`config.mk`:
```
export PLATFORM = sky130hd
export DESIGN_NAME = biquad_filter_two_stage_unit
export DESIGN_NICKNAME = d
export VERILOG_FILES = /design/src/hw/rtl/bqf_pkg.sv /design/src/hw/rtl/bqf_ctrl.sv /design/src/hw/rtl/bqf_datapath.sv /design/src/hw/rtl/biquad_filter_two_stage_unit.sv
export SDC_FILE = /design/constraint.sdc
export NUM_CORES = 2
export LEC_CHECK = 0
export BUFFER_PORTS_ARGS = -buffer_cell sky130_fd_sc_hd__buf_2
export CAP_MARGIN = 20
export CORE_MARGIN = 2
export CORE_UTILIZATION = 65
export CTS_BUF_LIST = sky130_fd_sc_hd__clkbuf_16
export DETAILED_ROUTE_END_ITERATION = 10
export GPL_TIMING_DRIVEN = 0
export PLACE_DENSITY = 0.82
export SKIP_LAST_GASP = 1
export SYNTH_ARGS = -nofsm -noshare
export SYNTH_HDL_FRONTEND = slang
export SYNTH_SLANG_ARGS = --single-unit
```
`constraint.sdc`:
```
create_clock -name clk_i -period 26.4 [get_ports clk_i]
set_input_delay 3.96 -clock clk_i [delete_from_list [all_inputs] [get_ports clk_i]]
set_output_delay 3.96 -clock clk_i [all_outputs]
set_load 0.02 [all_outputs]
```
`src/hw/rtl/bqf_pkg.sv`:
```
// ----------------------------------------------------------------------------
// bqf_pkg
// Shared types, constants and the micro-program of the two-section biquad.
// ----------------------------------------------------------------------------
package bqf_pkg;

  // default widths of the top-level parameters
  localparam int unsigned SAMPLE_WIDTH_DEF = 24;
  localparam int unsigned COEF_WIDTH_DEF   = 32;

  // fixed internal formats
  localparam int unsigned GUARD_BITS = 8;
  localparam int unsigned ACC_WIDTH  = 48;
  localparam int unsigned HALF_W     = ACC_WIDTH / 2;
  localparam int unsigned GAIN_WIDTH = 16;
  localparam int unsigned GAIN_FRAC  = 12;
  localparam logic [GAIN_WIDTH-1:0] GAIN_RESET = GAIN_WIDTH'(4096);

  // configuration register indexes
  localparam int unsigned CFG_IDX_W = 3;
  localparam logic [CFG_IDX_W-1:0] REG_A0    = 3'd0;
  localparam logic [CFG_IDX_W-1:0] REG_A1    = 3'd1;
  localparam logic [CFG_IDX_W-1:0] REG_A2    = 3'd2;
  localparam logic [CFG_IDX_W-1:0] REG_B1    = 3'd3;
  localparam logic [CFG_IDX_W-1:0] REG_B2    = 3'd4;
  localparam logic [CFG_IDX_W-1:0] REG_GAIN  = 3'd5;
  localparam logic [CFG_IDX_W-1:0] REG_TWO   = 3'd6;

  // micro-operation codes
  localparam int unsigned UOP_W = 4;
  localparam logic [UOP_W-1:0] UOP_NOP      = 4'd0;
  localparam logic [UOP_W-1:0] UOP_LOAD_IN  = 4'd1;
  localparam logic [UOP_W-1:0] UOP_LOAD_Z1  = 4'd2;
  localparam logic [UOP_W-1:0] UOP_MUL_LO   = 4'd3;
  localparam logic [UOP_W-1:0] UOP_MUL_HI   = 4'd4;
  localparam logic [UOP_W-1:0] UOP_MUL_ADD  = 4'd5;
  localparam logic [UOP_W-1:0] UOP_ACC_ADD  = 4'd6;
  localparam logic [UOP_W-1:0] UOP_ACC_SUB  = 4'd7;
  localparam logic [UOP_W-1:0] UOP_SAT_W    = 4'd8;
  localparam logic [UOP_W-1:0] UOP_STORE_Z1 = 4'd9;
  localparam logic [UOP_W-1:0] UOP_STORE_Z2 = 4'd10;
  localparam logic [UOP_W-1:0] UOP_OUT      = 4'd11;

  // multiplier coefficient selects
  localparam int unsigned CSEL_W = 3;
  localparam logic [CSEL_W-1:0] CSEL_A0   = 3'd0;
  localparam logic [CSEL_W-1:0] CSEL_A1   = 3'd1;
  localparam logic [CSEL_W-1:0] CSEL_A2   = 3'd2;
  localparam logic [CSEL_W-1:0] CSEL_B1   = 3'd3;
  localparam logic [CSEL_W-1:0] CSEL_B2   = 3'd4;
  localparam logic [CSEL_W-1:0] CSEL_GAIN = 3'd5;

  // program addresses the controller branches on
  localparam int unsigned STEP_W = 5;
  localparam logic [STEP_W-1:0] STEP_SEC_END = 5'd23;
  localparam logic [STEP_W-1:0] STEP_OUT     = 5'd27;

  typedef struct packed {
    logic [UOP_W-1:0]  op;
    logic [CSEL_W-1:0] csel;
  } uop_t;

  // command from controller to datapath
  typedef struct packed {
    logic [UOP_W-1:0]  op;
    logic [CSEL_W-1:0] csel;
    logic              sec;
    logic              next_sec;
  } cmd_t;

  // micro-program: one section is steps 0..23, the output gain 24..27
  function automatic uop_t uop_at(input logic [STEP_W-1:0] step);
    uop_t u;
    u.op   = UOP_NOP;
    u.csel = CSEL_A0;
    case (step)
      5'd0: begin
        u.op = UOP_LOAD_Z1;
      end
      5'd1, 5'd6, 5'd10, 5'd15, 5'd19, 5'd24: begin
        u.op = UOP_MUL_LO;
      end
      5'd2, 5'd7, 5'd11, 5'd16, 5'd20, 5'd25: begin
        u.op = UOP_MUL_HI;
      end
      5'd3, 5'd8, 5'd12, 5'd17, 5'd21, 5'd26: begin
        u.op = UOP_MUL_ADD;
      end
      5'd4, 5'd9, 5'd18: begin
        u.op = UOP_ACC_ADD;
      end
      5'd13, 5'd22: begin
        u.op = UOP_ACC_SUB;
      end
      5'd5: begin
        u.op = UOP_SAT_W;
      end
      5'd14: begin
        u.op = UOP_STORE_Z1;
      end
      5'd23: begin
        u.op = UOP_STORE_Z2;
      end
      5'd27: begin
        u.op = UOP_OUT;
      end
      default: begin
        u.op = UOP_NOP;
      end
    endcase
    // coefficient of each product
    case (step)
      5'd1, 5'd2, 5'd3:     u.csel = CSEL_A0;
      5'd6, 5'd7, 5'd8:     u.csel = CSEL_A1;
      5'd10, 5'd11, 5'd12:  u.csel = CSEL_B1;
      5'd15, 5'd16, 5'd17:  u.csel = CSEL_A2;
      5'd19, 5'd20, 5'd21:  u.csel = CSEL_B2;
      5'd24, 5'd25, 5'd26:  u.csel = CSEL_GAIN;
      default:              u.csel = CSEL_A0;
    endcase
    return u;
  endfunction

endpackage

```
`src/hw/rtl/bqf_ctrl.sv`:
```
// ----------------------------------------------------------------------------
// bqf_ctrl
// Sequencer: steps the micro-program per word and owns the output handshake.
// ----------------------------------------------------------------------------
module bqf_ctrl (
  input  logic          clk_i,
  input  logic          rst_ni,
  input  logic          in_valid_i,
  output logic          in_ready_o,
  output logic          out_valid_o,
  input  logic          out_ready_i,
  input  logic          two_stage_i,
  output bqf_pkg::cmd_t cmd_o
);
  import bqf_pkg::*;

  localparam logic S_IDLE = 1'b0;
  localparam logic S_RUN  = 1'b1;

  logic              state_q, state_d;
  logic [STEP_W-1:0] step_q, step_d;
  logic              sec_q, sec_d;
  logic              out_valid_q, out_valid_d;
  uop_t              uop;

  assign uop = uop_at(step_q);

  // next state and command
  always_comb begin
    state_d      = state_q;
    step_d       = step_q;
    sec_d        = sec_q;
    out_valid_d  = out_valid_q & ~out_ready_i;
    cmd_o.op       = UOP_NOP;
    cmd_o.csel     = uop.csel;
    cmd_o.sec      = sec_q;
    cmd_o.next_sec = 1'b0;
    case (state_q)
      S_IDLE: begin
        if (in_valid_i) begin
          cmd_o.op = UOP_LOAD_IN;
          step_d   = '0;
          sec_d    = 1'b0;
          state_d  = S_RUN;
        end
      end
      S_RUN: begin
        cmd_o.op = uop.op;
        if (step_q == STEP_OUT) begin
          // output register must be free or emptied this cycle
          if (!out_valid_q || out_ready_i) begin
            out_valid_d = 1'b1;
            state_d     = S_IDLE;
          end else begin
            cmd_o.op = UOP_NOP;
          end
        end else if (step_q == STEP_SEC_END && two_stage_i && !sec_q) begin
          cmd_o.next_sec = 1'b1;
          sec_d          = 1'b1;
          step_d         = '0;
        end else begin
          step_d = step_q + STEP_W'(1);
        end
      end
      default: begin
        state_d = S_IDLE;
      end
    endcase
  end

  // control registers
  always_ff @(posedge clk_i or negedge rst_ni) begin
    if (!rst_ni) begin
      state_q     <= S_IDLE;
      step_q      <= '0;
      sec_q       <= 1'b0;
      out_valid_q <= 1'b0;
    end else begin
      state_q     <= state_d;
      step_q      <= step_d;
      sec_q       <= sec_d;
      out_valid_q <= out_valid_d;
    end
  end

  assign in_ready_o  = (state_q == S_IDLE);
  assign out_valid_o = out_valid_q;

endmodule

```
`src/hw/rtl/bqf_datapath.sv`:
```
// ----------------------------------------------------------------------------
// bqf_datapath
// Configuration registers, delay registers, shared multiplier and accumulator.
// ----------------------------------------------------------------------------
module bqf_datapath #(
  parameter int unsigned SAMPLE_WIDTH = bqf_pkg::SAMPLE_WIDTH_DEF,
  parameter int unsigned COEF_WIDTH   = bqf_pkg::COEF_WIDTH_DEF
) (
  input  logic                            clk_i,
  input  logic                            rst_ni,
  input  logic                            cfg_valid_i,
  input  logic [bqf_pkg::CFG_IDX_W-1:0]   cfg_index_i,
  input  logic [COEF_WIDTH-1:0]           cfg_data_i,
  input  logic signed [SAMPLE_WIDTH-1:0]  sample_in_i,
  input  bqf_pkg::cmd_t                   cmd_i,
  output logic                            two_stage_o,
  output logic signed [SAMPLE_WIDTH-1:0]  sample_out_o
);
  import bqf_pkg::*;

  // multiplier coefficient port also carries the unsigned gain
  localparam int unsigned MCW  = (COEF_WIDTH > GAIN_WIDTH) ? COEF_WIDTH : GAIN_WIDTH + 1;
  localparam int unsigned MBW  = HALF_W + 1;
  localparam int unsigned MW   = MCW + MBW;
  localparam int unsigned PW   = MW + HALF_W;
  localparam int unsigned COEF_FRAC = COEF_WIDTH - 3;
  localparam int unsigned ACC_W     = PW - COEF_FRAC + 2;
  localparam int unsigned OUT_SHIFT = GAIN_FRAC + GUARD_BITS;
  localparam int unsigned X_PAD     = ACC_WIDTH - SAMPLE_WIDTH - GUARD_BITS;

  logic signed [COEF_WIDTH-1:0] coef_a0_q, coef_a1_q, coef_a2_q, coef_b1_q, coef_b2_q;
  logic [GAIN_WIDTH-1:0]        gain_q;
  logic                         two_stage_q;

  logic signed [ACC_WIDTH-1:0]  z1_q [2];
  logic signed [ACC_WIDTH-1:0]  z2_q [2];

  logic signed [ACC_WIDTH-1:0]    x_q, w_q;
  logic signed [MW-1:0]           mul_q;
  logic signed [PW-1:0]           prod_q;
  logic signed [ACC_W-1:0]        acc_q;
  logic signed [SAMPLE_WIDTH-1:0] out_q;

  logic signed [MCW-1:0]       mul_a;
  logic signed [MBW-1:0]       mul_b;
  logic signed [MW-1:0]        mul_full;
  logic signed [ACC_WIDTH-1:0] opnd;
  logic signed [PW-1:0]        prod_sh;
  logic signed [ACC_W-1:0]     prod_term;
  logic signed [ACC_W-1:0]     z1_ext, z2_ext;
  logic                        acc_ovf;
  logic signed [ACC_WIDTH-1:0] acc_sat;
  logic signed [PW-1:0]        out_sh;
  logic                        out_ovf;
  logic signed [SAMPLE_WIDTH-1:0] out_sat;

  // coefficient and operand select
  always_comb begin
    case (cmd_i.csel)
      CSEL_A0:   mul_a = MCW'(coef_a0_q);
      CSEL_A1:   mul_a = MCW'(coef_a1_q);
      CSEL_A2:   mul_a = MCW'(coef_a2_q);
      CSEL_B1:   mul_a = MCW'(coef_b1_q);
      CSEL_B2:   mul_a = MCW'(coef_b2_q);
      CSEL_GAIN: mul_a = signed'(MCW'(gain_q));
      default:   mul_a = '0;
    endcase
    if (cmd_i.csel == CSEL_A0 || cmd_i.csel == CSEL_A1 || cmd_i.csel == CSEL_A2) begin
      opnd = x_q;
    end else begin
      opnd = w_q;
    end
  end

  // low half unsigned, high half signed
  assign mul_b = (cmd_i.op == UOP_MUL_LO)
               ? signed'({1'b0, opnd[HALF_W-1:0]})
               : signed'({opnd[ACC_WIDTH-1], opnd[ACC_WIDTH-1:HALF_W]});
  assign mul_full = mul_a * mul_b;

  // product scaled back by the coefficient fraction, floor by arithmetic shift
  assign prod_sh   = prod_q >>> COEF_FRAC;
  assign prod_term = prod_sh[ACC_W-1:0];
  assign z1_ext    = ACC_W'(z1_q[cmd_i.sec]);
  assign z2_ext    = ACC_W'(z2_q[cmd_i.sec]);

  // accumulator saturation to the delay register width
  assign acc_ovf = !((&acc_q[ACC_W-1:ACC_WIDTH-1]) || !(|acc_q[ACC_W-1:ACC_WIDTH-1]));
  assign acc_sat = !acc_ovf ? acc_q[ACC_WIDTH-1:0]
                 : acc_q[ACC_W-1] ? signed'({1'b1, {(ACC_WIDTH-1){1'b0}}})
                                  : signed'({1'b0, {(ACC_WIDTH-1){1'b1}}});

  // gained output, floor then saturate to the sample width
  assign out_sh  = prod_q >>> OUT_SHIFT;
  assign out_ovf = !((&out_sh[PW-1:SAMPLE_WIDTH-1]) || !(|out_sh[PW-1:SAMPLE_WIDTH-1]));
  assign out_sat = !out_ovf ? out_sh[SAMPLE_WIDTH-1:0]
                 : out_sh[PW-1] ? signed'({1'b1, {(SAMPLE_WIDTH-1){1'b0}}})
                                : signed'({1'b0, {(SAMPLE_WIDTH-1){1'b1}}});

  // configuration registers
  always_ff @(posedge clk_i or negedge rst_ni) begin
    if (!rst_ni) begin
      coef_a0_q   <= '0;
      coef_a1_q   <= '0;
      coef_a2_q   <= '0;
      coef_b1_q   <= '0;
      coef_b2_q   <= '0;
      gain_q      <= GAIN_RESET;
      two_stage_q <= 1'b0;
    end else if (cfg_valid_i) begin
      case (cfg_index_i)
        REG_A0:   coef_a0_q   <= cfg_data_i;
        REG_A1:   coef_a1_q   <= cfg_data_i;
        REG_A2:   coef_a2_q   <= cfg_data_i;
        REG_B1:   coef_b1_q   <= cfg_data_i;
        REG_B2:   coef_b2_q   <= cfg_data_i;
        REG_GAIN: gain_q      <= cfg_data_i[GAIN_WIDTH-1:0];
        REG_TWO:  two_stage_q <= cfg_data_i[0];
        default: begin
        end
      endcase
    end
  end

  // delay registers of both sections
  always_ff @(posedge clk_i or negedge rst_ni) begin
    if (!rst_ni) begin
      z1_q[0] <= '0;
      z1_q[1] <= '0;
      z2_q[0] <= '0;
      z2_q[1] <= '0;
    end else begin
      if (cmd_i.op == UOP_STORE_Z1) begin
        z1_q[cmd_i.sec] <= acc_sat;
      end
      if (cmd_i.op == UOP_STORE_Z2) begin
        z2_q[cmd_i.sec] <= acc_sat;
      end
    end
  end

  // working registers
  always_ff @(posedge clk_i) begin
    case (cmd_i.op)
      UOP_LOAD_IN: begin
        x_q <= {{X_PAD{sample_in_i[SAMPLE_WIDTH-1]}}, sample_in_i, {GUARD_BITS{1'b0}}};
      end
      UOP_LOAD_Z1: begin
        acc_q <= z1_ext;
      end
      UOP_MUL_LO: begin
        mul_q <= mul_full;
      end
      UOP_MUL_HI: begin
        mul_q  <= mul_full;
        prod_q <= PW'(mul_q);
      end
      UOP_MUL_ADD: begin
        prod_q <= prod_q + {mul_q, {HALF_W{1'b0}}};
      end
      UOP_ACC_ADD: begin
        acc_q <= acc_q + prod_term;
      end
      UOP_ACC_SUB: begin
        acc_q <= acc_q - prod_term;
      end
      UOP_SAT_W: begin
        w_q   <= acc_sat;
        acc_q <= z2_ext;
      end
      UOP_STORE_Z1: begin
        acc_q <= '0;
      end
      UOP_OUT: begin
        out_q <= out_sat;
      end
      default: begin
      end
    endcase
    // section output feeds the second section
    if (cmd_i.next_sec) begin
      x_q <= w_q;
    end
  end

  assign two_stage_o  = two_stage_q;
  assign sample_out_o = out_q;

endmodule

```
`src/hw/rtl/biquad_filter_two_stage_unit.sv`:
```
// ----------------------------------------------------------------------------
// biquad_filter_two_stage_unit
// Transposed direct form II biquad, optional second section, output gain.
// ----------------------------------------------------------------------------
//  channel   signals                                   direction
//  input     in_valid_i / in_ready_o / sample_in_i     word in
//  output    out_valid_o / out_ready_i / sample_out_o  word out
//  config    cfg_valid_i / cfg_ready_o / cfg_index_i / cfg_data_i  register write
//
//  the shared multiplier (coefficient by half of a 48-bit operand) forms each
//  product in steps: low half, high half, combine, then accumulate
//  reset clears coefficients, gain to unity, and all four delay registers
//  a stalled output word holds in its register; the next input word is taken
//  and runs until it needs that register
// ----------------------------------------------------------------------------
module biquad_filter_two_stage_unit #(
  parameter int unsigned SAMPLE_WIDTH = bqf_pkg::SAMPLE_WIDTH_DEF,
  parameter int unsigned COEF_WIDTH   = bqf_pkg::COEF_WIDTH_DEF
) (
  input  logic                           clk_i,
  input  logic                           rst_ni,
  input  logic                           in_valid_i,
  output logic                           in_ready_o,
  input  logic signed [SAMPLE_WIDTH-1:0] sample_in_i,
  output logic                           out_valid_o,
  input  logic                           out_ready_i,
  output logic signed [SAMPLE_WIDTH-1:0] sample_out_o,
  input  logic                           cfg_valid_i,
  output logic                           cfg_ready_o,
  input  logic [bqf_pkg::CFG_IDX_W-1:0]  cfg_index_i,
  input  logic [COEF_WIDTH-1:0]          cfg_data_i
);
  import bqf_pkg::*;

  cmd_t cmd;
  logic two_stage;

  // sequencer
  bqf_ctrl u_ctrl (
    .clk_i       (clk_i),
    .rst_ni      (rst_ni),
    .in_valid_i  (in_valid_i),
    .in_ready_o  (in_ready_o),
    .out_valid_o (out_valid_o),
    .out_ready_i (out_ready_i),
    .two_stage_i (two_stage),
    .cmd_o       (cmd)
  );

  // arithmetic and storage
  bqf_datapath #(
    .SAMPLE_WIDTH (SAMPLE_WIDTH),
    .COEF_WIDTH   (COEF_WIDTH)
  ) u_datapath (
    .clk_i        (clk_i),
    .rst_ni       (rst_ni),
    .cfg_valid_i  (cfg_valid_i),
    .cfg_index_i  (cfg_index_i),
    .cfg_data_i   (cfg_data_i),
    .sample_in_i  (sample_in_i),
    .cmd_i        (cmd),
    .two_stage_o  (two_stage),
    .sample_out_o (sample_out_o)
  );

  // register writes always land at once
  assign cfg_ready_o = 1'b1;

endmodule

```
==> metrics.csv <==
metric,value,unit
avgSynthCellArea,9.617,um2
period_needed,14.87,ns
drtAntennaViolNets,0,
postLayoutCoreUtil,0.7112,
routedWlPerCell,27.77,um
grt_max_degree,120,
cts_tree,done,
crit_fanout,10,
dp_hpwl,178900,um
layout_common_cells,"inv_1 (960), nand2_1 (928), fa_1 (821)",
synth_enable_flop_cells,292,
tns,0,ns
path_class,in -> reg,
synthDominantCellAreaShare,0.2582,
nets,7975,
tightest_slew,1.259,ns
ios,91,
cts-root-buf,clkbuf_16,
endpoint_kind,register,
die_width,317.0,um
yosys_warnings,0,
post-cts-setup-buffers,0,
synth.ff_latch_count,669,
yosysTopAreaCell,fa_1,
grt_pass1_wl,334500,um
instances_no_fill,8154,
max_stage_delay,0.98,ns
remaining_drc_errors,0,
clock.fmax,67.25,MHz
dp.cells,8014,
worst_slack,11.53,ns
slew_headroom,0.1605,
htreeDepth,3,
hold_violations,0,
cts_resized,0,
fin_skew,0.04069,ns
drive_above_1_share,0.08525,
async_reset_ff_frac,0.5635,
wl,226500,um
worstPathRequired,26.83,ns
routabilityCongestion,1.060,
cpMaxStageDelayCell,nor2b_1,
worstSkewPairLatency,0.68,ns
n_fill_cell,7213,
synth.area.top_cells,"fa_1 (26%), dfrtp_1 (15%), edfxtp_1 (14%), inv_1 (5.6%), nand2_1 (5.5%)",
cts_hold_buf,0,
synthDistinctLibCells,89,
dieArea,100500,um2
clock-sinks,669,
fp-row-count,114,
core_area,96850,um2
maxSlewViolCount,0,
synth_top_family_by_area,adder cells,
io_buffers,86,
yosysSeqAreaShare,0.2859,
synth-simple-area-share,0.1204,
synthToLayoutAreaGrowth,8.197,%
finalSetupViolCount,0,
layout_commonest_cell,inv_1,
rsz0062_at_grt,no,
synthCells,6620,
grt_pass1_vias,52530,
fin_crit_sh,0.5632,
dp_slack,10.41,ns
die_h,317.0,um
synth_fa_ha_area_frac,0.3118,
cts.clk_slew.worst_paths,0.06,ns
synthMuxAreaShare,0.06210,
status,completed,
crit_top_cell,fa_1,
antenna_found_initial,10,
initial_utilization,0.6574,
cap_violations,0,
synth-xor-area-share,0.02861,
drtIter0Drc,6355,
cts_buffers,72,
critPathLaunchType,input port,
crit_arrival,15.30,ns
grt_overflow,0,
clk_path_buf_depth,3,
hold_path.class,reg -> reg,
via_count,52390,
vias_per_cell,6.425,
synth_compound_area_frac,0.1123,
first_pass_iters,6,
ys.flop_type,dfrtp_1,
grt.total_usage,0.4588,
syn_area,63660,um2
syn-num-nets,7778,
==> worst max-delay path, delay by kind of cell <==
family | cells | cell delay [ns]
adder cells (fa/ha/maj) | 8 | 3.84
AO/OA/AOI/OAI | 9 | 3.44
AND/OR/NAND/NOR | 6 | 2.11
buffers and inverters | 11 | 1.93
==> final timing paths <==
path,startpoint,end,slack [ns],cells past startpoint
max reg2reg,u_ctrl.step_q[0],u_datapath.mul_q[56],13.82,37
max in group asynchronous,rst_ni,u_datapath.z2_q[59],21.76,3
min,u_datapath.z1_q[2],u_datapath.z1_q[2],0.48,2
min in group asynchronous,rst_ni,u_datapath.coef_b2_q[27],3.25,1
max,in_valid_i,u_datapath.mul_q[56],11.53,34
min reg2reg,u_datapath.z1_q[2],u_datapath.z1_q[2],0.48,2
==> flip-flops by register name, summed over array words and instances (netlist names), 48 cells and up <==
signal,count
u_datapath.z2_q,96
u_datapath.mul_q,57
u_datapath.x_q,48
u_datapath.w_q,48
u_datapath.z1_q,96
u_datapath.prod_q,61
u_datapath.acc_q,54
==> synthesized netlist by cell type, types with 17 or more instances <==
| master | count |
|---|---|
| mux2i_1 | 148 |
| clkbuf_1 | 256 |
| mux2_2 | 217 |
| a211o_1 | 38 |
| a221oi_1 | 17 |
| nand2b_1 | 45 |
| a31oi_1 | 31 |
| o21a_1 | 23 |
| fa_1 | 821 |
| buf_2 | 65 |
| a21o_1 | 94 |
| o211ai_1 | 18 |
| xor2_1 | 93 |
| o21bai_1 | 29 |
| a21oi_1 | 359 |
| nor4_1 | 18 |
| nand4_1 | 46 |
| o221ai_1 | 22 |
| nand2_1 | 930 |
| xnor2_1 | 115 |
| o31ai_1 | 35 |
| and2_1 | 44 |
| nor2_1 | 547 |
| edfxtp_1 | 292 |
| nor2b_1 | 27 |
| inv_1 | 949 |
| nor3_1 | 46 |
| and3_1 | 18 |
| a211oi_1 | 48 |
| ha_1 | 273 |
| o21ai_0 | 339 |
| nand3_1 | 38 |
| dfrtp_1 | 376 |
==> cells by family after synthesis <==
kind of cell,count (synthesis)
and+or+nand+nor,1821
buffers and inverters,1299
AOI/OAI and AO/OA,1161
adders and majority gates,1094
DFF,669
muxes,367
xor gates and xnor gates,208
other,1
==> metrics by stage <==
stage | hold WS [ns] | instance area (um2)
global route | 0.4982 | 68880
CTS | 0.4799 | 68810
finish | 0.4773 | 68880
floorplan | 0.4444 | 63660
global placement | 0.4556 | 65690
detailed placement | 0.4667 | 66440
==> layer usage <==
metal / global-route usage / up-vias / part of all wire
met5: 0 / - / 0.00016
met1: 0.5831 / 26090 / 0.36
met2: 0.6842 / 3509 / 0.43
li1: - / 21980 / -
met3: 0.1332 / 816 / 0.12
met4: 0.3129 / 6 / 0.085
==> layout make-up <==
| type | count | area [um2] | area share |
|---|---|---|---|
| Antenna cell | 4 | 10.01 | 0.0001453 |
| Buffer | 348 | 1444 | 0.02096 |
| Clock buffer | 75 | 1877 | 0.02725 |
| Clock inverter | 56 | 499.2 | 0.007247 |
| Inverter | 951 | 3571 | 0.05184 |
| Multi-Input combinational cell | 4652 | 40660 | 0.5903 |
| Sequential cell | 669 | 18200 | 0.2643 |
| Tap cell | 1276 | 1597 | 0.02318 |
| Timing Repair Buffer | 123 | 1021 | 0.01482 |
Power is left out: the tool's default activity adds up to more than one toggle a clock period on the data nets, which glitch-free logic cannot reach.
